<file path="src/rtl/mlf_pkg.sv">
// Shared constants, codes and types of the meter list filter.
// Used by the table cells, the cell chain and the top level.
package mlf_pkg;

    localparam int TABLE_DEPTH = 16;
    localparam int IDX_W       = (TABLE_DEPTH > 1) ? $clog2(TABLE_DEPTH) : 1;

    localparam logic [2:0] STAT_FORWARDED = 3'd0;
    localparam logic [2:0] STAT_LISTBLOCK = 3'd1;
    localparam logic [2:0] STAT_RATELIMIT = 3'd2;
    localparam logic [2:0] STAT_UNTRACKED = 3'd3;
    localparam logic [2:0] STAT_TICK      = 3'd4;

    localparam logic [3:0] CFG_FILTER_EN  = 4'd0;
    localparam logic [3:0] CFG_DROP_MODE  = 4'd1;
    localparam logic [3:0] CFG_RATE_EN    = 4'd2;
    localparam logic [3:0] CFG_MIN_IVAL   = 4'd3;
    localparam logic [3:0] CFG_LIST_COUNT = 4'd4;
    localparam logic [3:0] CFG_LIST_ID_A  = 4'd5;
    localparam logic [3:0] CFG_LIST_ID_B  = 4'd6;
    localparam logic [3:0] CFG_LIST_ID_C  = 4'd7;

    localparam logic [31:0] LED_LIMIT_LO  = 32'd128;
    localparam logic [31:0] LED_LIMIT_HI  = 32'd512;
    localparam logic [8:0]  LED_PERIOD_SLOW = 9'd500;
    localparam logic [8:0]  LED_PERIOD_MID  = 9'd250;
    localparam logic [8:0]  LED_PERIOD_FAST = 9'd125;
    localparam logic [3:0]  LED_FLASH_FEW   = 4'd2;
    localparam logic [3:0]  LED_FLASH_MID   = 4'd4;
    localparam logic [3:0]  LED_FLASH_MANY  = 4'd8;

    // lookup word walking down the chain of table cells
    typedef struct packed {
        logic             active;
        logic [31:0]      id;
        logic [31:0]      now;
        logic             hit;
        logic             limited;
        logic [IDX_W-1:0] hit_idx;
        logic             free_ok;
        logic [IDX_W-1:0] free_idx;
    } qry_t;

    // table update broadcast to all cells
    typedef struct packed {
        logic             en;
        logic             new_entry;
        logic [IDX_W-1:0] idx;
        logic [31:0]      id;
        logic [31:0]      now;
    } wr_t;

endpackage

</file>
<file path="src/rtl/mlf_cell.sv">
// One table cell: holds a meter id, its last forward time and a valid bit.
// Depends on mlf_pkg for the lookup and update word types.
module mlf_cell import mlf_pkg::*; (
    input  logic             aclk,
    input  logic             aresetn,
    input  logic [IDX_W-1:0] cell_idx,
    input  logic [15:0]      min_interval,
    input  qry_t             qry_in,
    input  wr_t              wr,
    output qry_t             qry_out
);

    logic [31:0] id_reg;
    logic [31:0] time_reg;
    logic        valid_reg;
    qry_t        qry_reg;
    qry_t        qry_next;
    logic [31:0] elapsed;

    assign elapsed = qry_in.now - time_reg;
    assign qry_out = qry_reg;

    always_comb begin
        qry_next = qry_in;
        if (qry_in.active) begin
            if (valid_reg) begin
                if (!qry_in.hit && id_reg == qry_in.id) begin
                    qry_next.hit     = 1'b1;
                    qry_next.hit_idx = cell_idx;
                    qry_next.limited = elapsed < {16'd0, min_interval};
                end
            end else if (!qry_in.free_ok) begin
                qry_next.free_ok  = 1'b1;
                qry_next.free_idx = cell_idx;
            end
        end
    end

    always_ff @(posedge aclk) begin
        if (!aresetn) begin
            valid_reg      <= 1'b0;
            qry_reg.active <= 1'b0;
        end else begin
            qry_reg <= qry_next;
            if (wr.en && wr.idx == cell_idx && wr.new_entry) begin
                valid_reg <= 1'b1;
            end
        end
    end

    always_ff @(posedge aclk) begin
        if (wr.en && wr.idx == cell_idx) begin
            time_reg <= wr.now;
            if (wr.new_entry) begin
                id_reg <= wr.id;
            end
        end
    end

endmodule

</file>
<file path="src/rtl/mlf_chain.sv">
// Row of table cells; a lookup word advances one cell per cycle.
// Depends on mlf_pkg and mlf_cell.
module mlf_chain import mlf_pkg::*; (
    input  logic        aclk,
    input  logic        aresetn,
    input  logic [15:0] min_interval,
    input  qry_t        qry_in,
    input  wr_t         wr,
    output qry_t        qry_out
);

    qry_t link [0:TABLE_DEPTH];

    assign link[0] = qry_in;
    assign qry_out = link[TABLE_DEPTH];

    for (genvar i = 0; i < TABLE_DEPTH; i++) begin : g_cell
        mlf_cell u_cell (
            .aclk         (aclk),
            .aresetn      (aresetn),
            .cell_idx     (IDX_W'(i)),
            .min_interval (min_interval),
            .qry_in       (link[i]),
            .wr           (wr),
            .qry_out      (link[i+1])
        );
    end

endmodule

</file>
<file path="src/rtl/meter_list_filter_rate_limiter.sv">
// Meter frame filter with per-meter rate limit and byte statistics.
// Input words (s_*) carry a frame event or a statistics tick; each gives one
// result word on m_*. Registers are written through cfg_valid/cfg_ready with
// cfg_addr and cfg_data; the user must write them only while the block is idle,
// the block does not enforce it; cfg_ready is always high. A tick, a frame with
// filtering off, a list-blocked frame or a frame with the rate limit off goes
// from S_IDLE to S_DONE, which puts its result on m_*. A frame that needs the
// interval check first walks the chain of TABLE_DEPTH cells in S_SCAN, one cell
// per cycle. One word is in work at a time: s_ready is high while no word is in
// work, also while a result waits on m_*. When the receiver stalls, the result
// holds on m_* and the next result waits in the block until m_ready. Reset
// clears state, configuration, byte count, m_valid and all table valid bits; table
// ids, times and result data are not cleared. Depends on mlf_pkg and mlf_chain.
module meter_list_filter_rate_limiter import mlf_pkg::*; (
    input  logic        aclk,
    input  logic        aresetn,
    input  logic        s_valid,
    output logic        s_ready,
    input  logic        s_opcode,
    input  logic [31:0] s_meter_id,
    input  logic [31:0] s_now_seconds,
    input  logic [7:0]  s_payload_len,
    output logic        m_valid,
    input  logic        m_ready,
    output logic        m_forward,
    output logic [2:0]  m_status,
    output logic [31:0] m_byte_total,
    output logic [8:0]  m_led_period_ms,
    output logic [3:0]  m_led_flashes,
    input  logic        cfg_valid,
    output logic        cfg_ready,
    input  logic [3:0]  cfg_addr,
    input  logic [31:0] cfg_data
);

    typedef enum logic [1:0] {
        S_IDLE,
        S_SCAN,
        S_DONE
    } state_t;

    state_t      state_reg, state_next;
    logic        filter_en_reg;
    logic        drop_mode_reg;
    logic        rate_en_reg;
    logic [15:0] min_ival_reg;
    logic [1:0]  list_count_reg;
    logic [31:0] list_a_reg, list_b_reg, list_c_reg;
    logic [31:0] byte_count_reg, byte_count_next;
    logic [7:0]  len_reg, len_next;
    logic [2:0]  res_status_reg, res_status_next;
    logic [31:0] res_total_reg, res_total_next;
    logic [8:0]  res_period_reg, res_period_next;
    logic [3:0]  res_flashes_reg, res_flashes_next;
    logic        m_valid_reg, m_valid_next;
    logic [2:0]  m_status_reg, m_status_next;
    logic [31:0] m_total_reg, m_total_next;
    logic [8:0]  m_period_reg, m_period_next;
    logic [3:0]  m_flashes_reg, m_flashes_next;
    qry_t        launch_reg, launch_next;
    wr_t         wr_reg, wr_next;
    qry_t        chain_out;
    logic        listed;
    logic        add_en;
    logic [7:0]  add_len;
    logic [32:0] sum;

    mlf_chain u_chain (
        .aclk         (aclk),
        .aresetn      (aresetn),
        .min_interval (min_ival_reg),
        .qry_in       (launch_reg),
        .wr           (wr_reg),
        .qry_out      (chain_out)
    );

    assign s_ready         = (state_reg == S_IDLE);
    assign cfg_ready       = 1'b1;
    assign m_valid         = m_valid_reg;
    assign m_forward       = (m_status_reg == STAT_FORWARDED) ||
                             (m_status_reg == STAT_UNTRACKED);
    assign m_status        = m_status_reg;
    assign m_byte_total    = m_total_reg;
    assign m_led_period_ms = m_period_reg;
    assign m_led_flashes   = m_flashes_reg;

    assign listed = (list_count_reg >= 2'd1 && s_meter_id == list_a_reg) ||
                    (list_count_reg >= 2'd2 && s_meter_id == list_b_reg) ||
                    (list_count_reg == 2'd3 && s_meter_id == list_c_reg);

    assign sum = {1'b0, byte_count_reg} + {25'd0, add_len};

    always_comb begin
        state_next         = state_reg;
        len_next           = len_reg;
        res_status_next    = res_status_reg;
        res_total_next     = res_total_reg;
        res_period_next    = res_period_reg;
        res_flashes_next   = res_flashes_reg;
        m_valid_next       = m_valid_reg && !m_ready;
        m_status_next      = m_status_reg;
        m_total_next       = m_total_reg;
        m_period_next      = m_period_reg;
        m_flashes_next     = m_flashes_reg;
        launch_next        = launch_reg;
        launch_next.active = 1'b0;
        wr_next            = wr_reg;
        wr_next.en         = 1'b0;
        add_en             = 1'b0;
        add_len            = len_reg;
        byte_count_next    = byte_count_reg;

        case (state_reg)
            S_IDLE: begin
                if (s_valid) begin
                    len_next         = s_payload_len;
                    add_len          = s_payload_len;
                    res_total_next   = '0;
                    res_period_next  = '0;
                    res_flashes_next = '0;
                    res_status_next  = STAT_FORWARDED;
                    state_next       = S_DONE;
                    launch_next      = '0;
                    launch_next.id   = s_meter_id;
                    launch_next.now  = s_now_seconds;
                    if (s_opcode) begin
                        res_status_next = STAT_TICK;
                        res_total_next  = byte_count_reg;
                        if (byte_count_reg == '0) begin
                            res_period_next  = '0;
                            res_flashes_next = '0;
                        end else if (byte_count_reg < LED_LIMIT_LO) begin
                            res_period_next  = LED_PERIOD_SLOW;
                            res_flashes_next = LED_FLASH_FEW;
                        end else if (byte_count_reg < LED_LIMIT_HI) begin
                            res_period_next  = LED_PERIOD_MID;
                            res_flashes_next = LED_FLASH_MID;
                        end else begin
                            res_period_next  = LED_PERIOD_FAST;
                            res_flashes_next = LED_FLASH_MANY;
                        end
                    end else if (!filter_en_reg) begin
                        add_en = 1'b1;
                    end else if (listed == drop_mode_reg) begin
                        res_status_next = STAT_LISTBLOCK;
                    end else begin
                        // drop mode counts before the interval check
                        add_en = drop_mode_reg || !rate_en_reg;
                        if (rate_en_reg) begin
                            launch_next.active = 1'b1;
                            state_next         = S_SCAN;
                        end
                    end
                end
            end
            S_SCAN: begin
                if (chain_out.active) begin
                    state_next    = S_DONE;
                    wr_next.id    = chain_out.id;
                    wr_next.now   = chain_out.now;
                    if (chain_out.hit) begin
                        wr_next.idx       = chain_out.hit_idx;
                        wr_next.new_entry = 1'b0;
                        wr_next.en        = !chain_out.limited;
                        res_status_next   = chain_out.limited ? STAT_RATELIMIT
                                                              : STAT_FORWARDED;
                    end else if (chain_out.free_ok) begin
                        wr_next.idx       = chain_out.free_idx;
                        wr_next.new_entry = 1'b1;
                        wr_next.en        = 1'b1;
                        res_status_next   = STAT_FORWARDED;
                    end else begin
                        wr_next.new_entry = 1'b0;
                        res_status_next   = STAT_UNTRACKED;
                    end
                    add_en = !drop_mode_reg &&
                             !(chain_out.hit && chain_out.limited);
                end
            end
            S_DONE: begin
                if (!m_valid_reg || m_ready) begin
                    m_valid_next   = 1'b1;
                    m_status_next  = res_status_reg;
                    m_total_next   = res_total_reg;
                    m_period_next  = res_period_reg;
                    m_flashes_next = res_flashes_reg;
                    state_next     = S_IDLE;
                end
            end
            default: begin
                state_next = S_IDLE;
            end
        endcase

        if (state_reg == S_IDLE && s_valid && s_opcode) begin
            byte_count_next = '0;
        end else if (add_en) begin
            byte_count_next = sum[32] ? '1 : sum[31:0];
        end
    end

    always_ff @(posedge aclk) begin
        if (!aresetn) begin
            state_reg         <= S_IDLE;
            filter_en_reg     <= 1'b0;
            drop_mode_reg     <= 1'b0;
            rate_en_reg       <= 1'b0;
            min_ival_reg      <= '0;
            list_count_reg    <= '0;
            list_a_reg        <= '0;
            list_b_reg        <= '0;
            list_c_reg        <= '0;
            byte_count_reg    <= '0;
            m_valid_reg       <= 1'b0;
            launch_reg.active <= 1'b0;
            wr_reg.en         <= 1'b0;
        end else begin
            state_reg      <= state_next;
            byte_count_reg <= byte_count_next;
            m_valid_reg    <= m_valid_next;
            launch_reg     <= launch_next;
            wr_reg         <= wr_next;
            if (cfg_valid) begin
                case (cfg_addr)
                    CFG_FILTER_EN:  filter_en_reg  <= cfg_data[0];
                    CFG_DROP_MODE:  drop_mode_reg  <= cfg_data[0];
                    CFG_RATE_EN:    rate_en_reg    <= cfg_data[0];
                    CFG_MIN_IVAL:   min_ival_reg   <= cfg_data[15:0];
                    CFG_LIST_COUNT: list_count_reg <= cfg_data[1:0];
                    CFG_LIST_ID_A:  list_a_reg     <= cfg_data;
                    CFG_LIST_ID_B:  list_b_reg     <= cfg_data;
                    CFG_LIST_ID_C:  list_c_reg     <= cfg_data;
                    default: begin
                    end
                endcase
            end
        end
    end

    always_ff @(posedge aclk) begin
        len_reg         <= len_next;
        res_status_reg  <= res_status_next;
        res_total_reg   <= res_total_next;
        res_period_reg  <= res_period_next;
        res_flashes_reg <= res_flashes_next;
        m_status_reg    <= m_status_next;
        m_total_reg     <= m_total_next;
        m_period_reg    <= m_period_next;
        m_flashes_reg   <= m_flashes_next;
    end

endmodule

</file>
<file path="config.mk">
export PLATFORM = sky130hd
export DESIGN_NAME = meter_list_filter_rate_limiter
export DESIGN_NICKNAME = d
export VERILOG_FILES = /design/src/rtl/mlf_pkg.sv /design/src/rtl/mlf_cell.sv /design/src/rtl/mlf_chain.sv /design/src/rtl/meter_list_filter_rate_limiter.sv
export SDC_FILE = /design/constraint.sdc
export NUM_CORES = 2
export LEC_CHECK = 0
export CAP_MARGIN = 40
export CORE_MARGIN = 1.5
export CORE_UTILIZATION = 58
export DETAILED_ROUTE_END_ITERATION = 7
export DONT_BUFFER_PORTS = 1
export GPL_ROUTABILITY_DRIVEN = 0
export PLACE_DENSITY_LB_ADDON = 0.25
export SLEW_MARGIN = 10
export SYNTH_ARGS = -nofsm -noshare
export SYNTH_HDL_FRONTEND = slang
export SYNTH_SLANG_ARGS = --single-unit
</file>
<file path="constraint.sdc">
create_clock -name aclk -period 6.4 [get_ports aclk]
set_clock_uncertainty 0.05 [all_clocks]
set_input_delay 1.28 -clock aclk [delete_from_list [all_inputs] [get_ports aclk]]
set_output_delay 1.28 -clock aclk [all_outputs]
set_load 0.1 [all_outputs]
</file>
==> results.md <==
* Status: finished, violations left
* Failing checks: DRC
* Die area at 214300 um^2
* Tcrit/Tclk final at 89.37%
* Commonest non-fill, non-tap cell in the layout: edfxtp_1
* Slowest stage delay, CP at 0.66 ns
* I/O Pins at 166
* Maxcap violations at 0
* Post-synthesis async set-or-reset flop share at 0%
* Primary FF master, synth: edfxtp_1
* Ys Warns at 0
* Die H at 463.0 um
* Drt first pass iters at 8
* Startpoint Class: flip-flop
* Type of the tightest min-delay check: flip-flop to flip-flop
* Synthesized flop and latch total at 2605
* Worst Setup Path Type: flip-flop to flip-flop
* Sink Count at 2605
* Residual DRC at 2
* Skew-Pair Late Insertion Delay at 0.92 ns
* Commonest non-fill, non-tap cells in the layout: edfxtp_1 (2411), ha_1 (744), inv_1 (736)
* Total track usage at 26.84%
* Clock root buffer: clkbuf_16
* Cell count after synthesis at 9507
* Setup ws final at 0.6802 ns
* Post-synthesis to final-layout area growth at 11.81%
* CTS tree: yes
* Antenna violations before repair at 15
* Max Slew Vio Count at 0
* Pleak at 0.05096 uW
* Largest net degree at the start of global routing at 248
* First-pass GRT wire length at 444600 um
* Peak VDD IR at 283.0 uV
* Post-DP HPWL at 214200 um
* WP data arrival at 6.39 ns
* Synth Cell Area at 122700 um^2
* Effective utilization at floorplan at 58.44%
* Sum of negative setup slack at 0 ns
* Final Hold Fails at 0
* Postcts setup bufs at 0
* EDFF count, synth at 2411
* RSZ-0062 raised after global routing: no
* WL/cell at 22.96 um
* Port buffer count at 0
* Clock-pin slew of the registers on the worst-case setup and hold paths at 0.06 ns
* Slowest cell on crit path: a31oi_1
* Critical Path Fanout Max at 6
* Total core area at 210000 um^2
* Critical path required time at 7.07 ns
* Row Count at 168
* Seq/Total Area, Yosys at 62.16%
* Final critical-path required period at 5.720 ns
* Vias in the first global route at 77569
* Die width at 463.0 um
* Net count after synthesis at 10382
* Worst-path cell chain: ha_1 -> fa_1 -> nor2b_1 -> o31a_1 -> o2111ai_1 -> a31oi_1 -> nand3_1 -> nand2_1 -> xor2_1 -> ha_1 -> nor2b_1 -> o21ai_0 -> o2111ai_1 -> nor4_1 -> o2111ai_1 -> a2111oi_0 -> nor4b_1 -> nand4_1 -> o21ai_1
* Unique masters post-synth at 102
* CTS Hold Bufs at 0
* Nets at 10685
* Post-cts sizing count at 0
* Via/cell ratio at 6.078
* CP endpoint kind: flip-flop
* Initial DRC Count at 7336
* Max Clk Rate at 174.8 MHz
* # H-tree levels at 5
* Most used cell, CP: o2111ai_1
* Antenna-violating nets left at 0
* Pre-CTS WS at 1.103 ns
* Routed via count at 77951
* Congestion Overflow GR at 0
* Final setup fails at 0
* Worst Tran Pin Value at 1.162 ns
* Post-synthesis area per instance at 12.91 um^2
* Maximum clock path buffer count at 4
* Rel. slew slack at 22.54%
* Max FFs per register at 1186
* Layout cells sized above 1 at 7.460%
* Final wirelength at 294500 um
* PD cells at 273.0 nW/um^2
* Total CTS buffers at 286
## cells by family (layout without fill, tap and decap cells)
group / Yosys count / after routing / synth area share [%]
DFF: 2605 / 2605 / 62.16
muxes: 85 / 85 / 0.7147
and+or+nand+nor: 2330 / 2330 / 9.704
AOI/OAI and AO/OA: 1918 / 1918 / 10.31
buffers and inverters: 901 / 1407 / 2.786
other: 2 / 10 / 0.006120
adders and majority gates: 761 / 761 / 7.863
xor gates and xnor gates: 905 / 905 / 6.459
## synthesized netlist by cell type (21+ instances only)
cell type / instances / area (um^2)
nor3_1: 142 / 710.7
inv_1: 738 / 2770
or4_1: 26 / 195.2
edfxtp_1: 2411 / 72400
ha_1: 744 / 9309
and3_1: 66 / 412.9
a21o_1: 219 / 1644
nand4_1: 178 / 1114
or2_2: 75 / 469.2
nand2b_1: 129 / 807.0
a21oi_1: 480 / 2402
or3_1: 36 / 225.2
o21a_1: 111 / 833.3
mux2i_1: 64 / 640.6
nand3_1: 155 / 775.7
nor2b_1: 140 / 875.8
o21bai_1: 46 / 345.3
xnor2_1: 527 / 4616
clkbuf_1: 148 / 555.5
o31a_1: 31 / 271.5
nor4_1: 135 / 844.6
o21ai_1: 30 / 150.1
nor2_1: 431 / 1618
o21ai_0: 356 / 1782
o31ai_1: 21 / 157.7
o2111ai_1: 49 / 429.2
nor3b_1: 21 / 157.7
a211oi_1: 59 / 442.9
nand2_1: 603 / 2263
a2111oi_0: 35 / 306.5
xor2_1: 378 / 3311
dfxtp_1: 194 / 3884
and2_1: 94 / 588.1
nand3b_1: 30 / 225.2
a21boi_0: 138 / 1036
a31oi_1: 71 / 444.2
o211ai_1: 39 / 292.8
## stage by stage
stage	hold WS (ns)	instances	cell area, um^2	total power (uW)	util (%)
floorplan	0.3503	9507	122700	21380	-
global placement	0.3506	12243	126700	22120	60.34
detailed placement	0.3545	12317	128200	22280	61.05
CTS	0.3374	12808	136900	37610	65.22
global route	0.3513	12822	137200	38580	65.33
finish	0.3598	12826	137200	37450	65.34
## routing by layer
metal	wire length [um]	share of wire (%)	global-route usage [%]	vias to the layer above
li1	-	-	-	35927
met5	0	0	0	-
met2	141800	48	45.19	3311
met3	19370	6.6	3.370	838
met1	115700	39	33.83	37875
met4	17570	6.0	14.78	0
## power by group
group	leakage, uW	switching, uW	internal, uW
Combinational	0.0224	1560	1040
Clock	0.00428	6410	9050
Sequential	0.0243	355	19000
## worst max-delay path, delay by kind of cell, from the launching register on
kind / cells / cell delay (ns)
DFF: 1 / 0.37
xor gates and xnor gates: 1 / 0.26
and+or+nand+nor: 7 / 1.61
AOI/OAI and AO/OA: 8 / 2.31
adders and majority gates: 3 / 0.96
## worst paths after layout
kind | start | endpoint | slack [ns] | cells after the start
min | u_chain.g_cell[15].u_cell.qry_out[32] | wr_reg[21] | 0.36 | 0
min reg2reg | u_chain.g_cell[15].u_cell.qry_out[32] | wr_reg[21] | 0.36 | 0
max reg2reg | u_chain.g_cell[12].u_cell.time_reg[0] | u_chain.g_cell[12].u_cell.qry_out[9] | 0.68 | 19
max | u_chain.g_cell[12].u_cell.time_reg[0] | u_chain.g_cell[12].u_cell.qry_out[9] | 0.68 | 19
## layout make-up
| cell class | instances | area [um^2] |
|---|---|---|
| clock inverters | 141 | 1071 |
| clock buffers | 350 | 7670 |
| repair buffers | 175 | 2623 |
| diodes | 8 | 20.02 |
| well taps | 2805 | 3510 |
| multi-input cells | 6001 | 43250 |
| inverters | 741 | 2781 |
| flip-flops and latches | 2605 | 76280 |
| fillers | 14596 | 72790 |
Power figures use the tool's default switching activity.
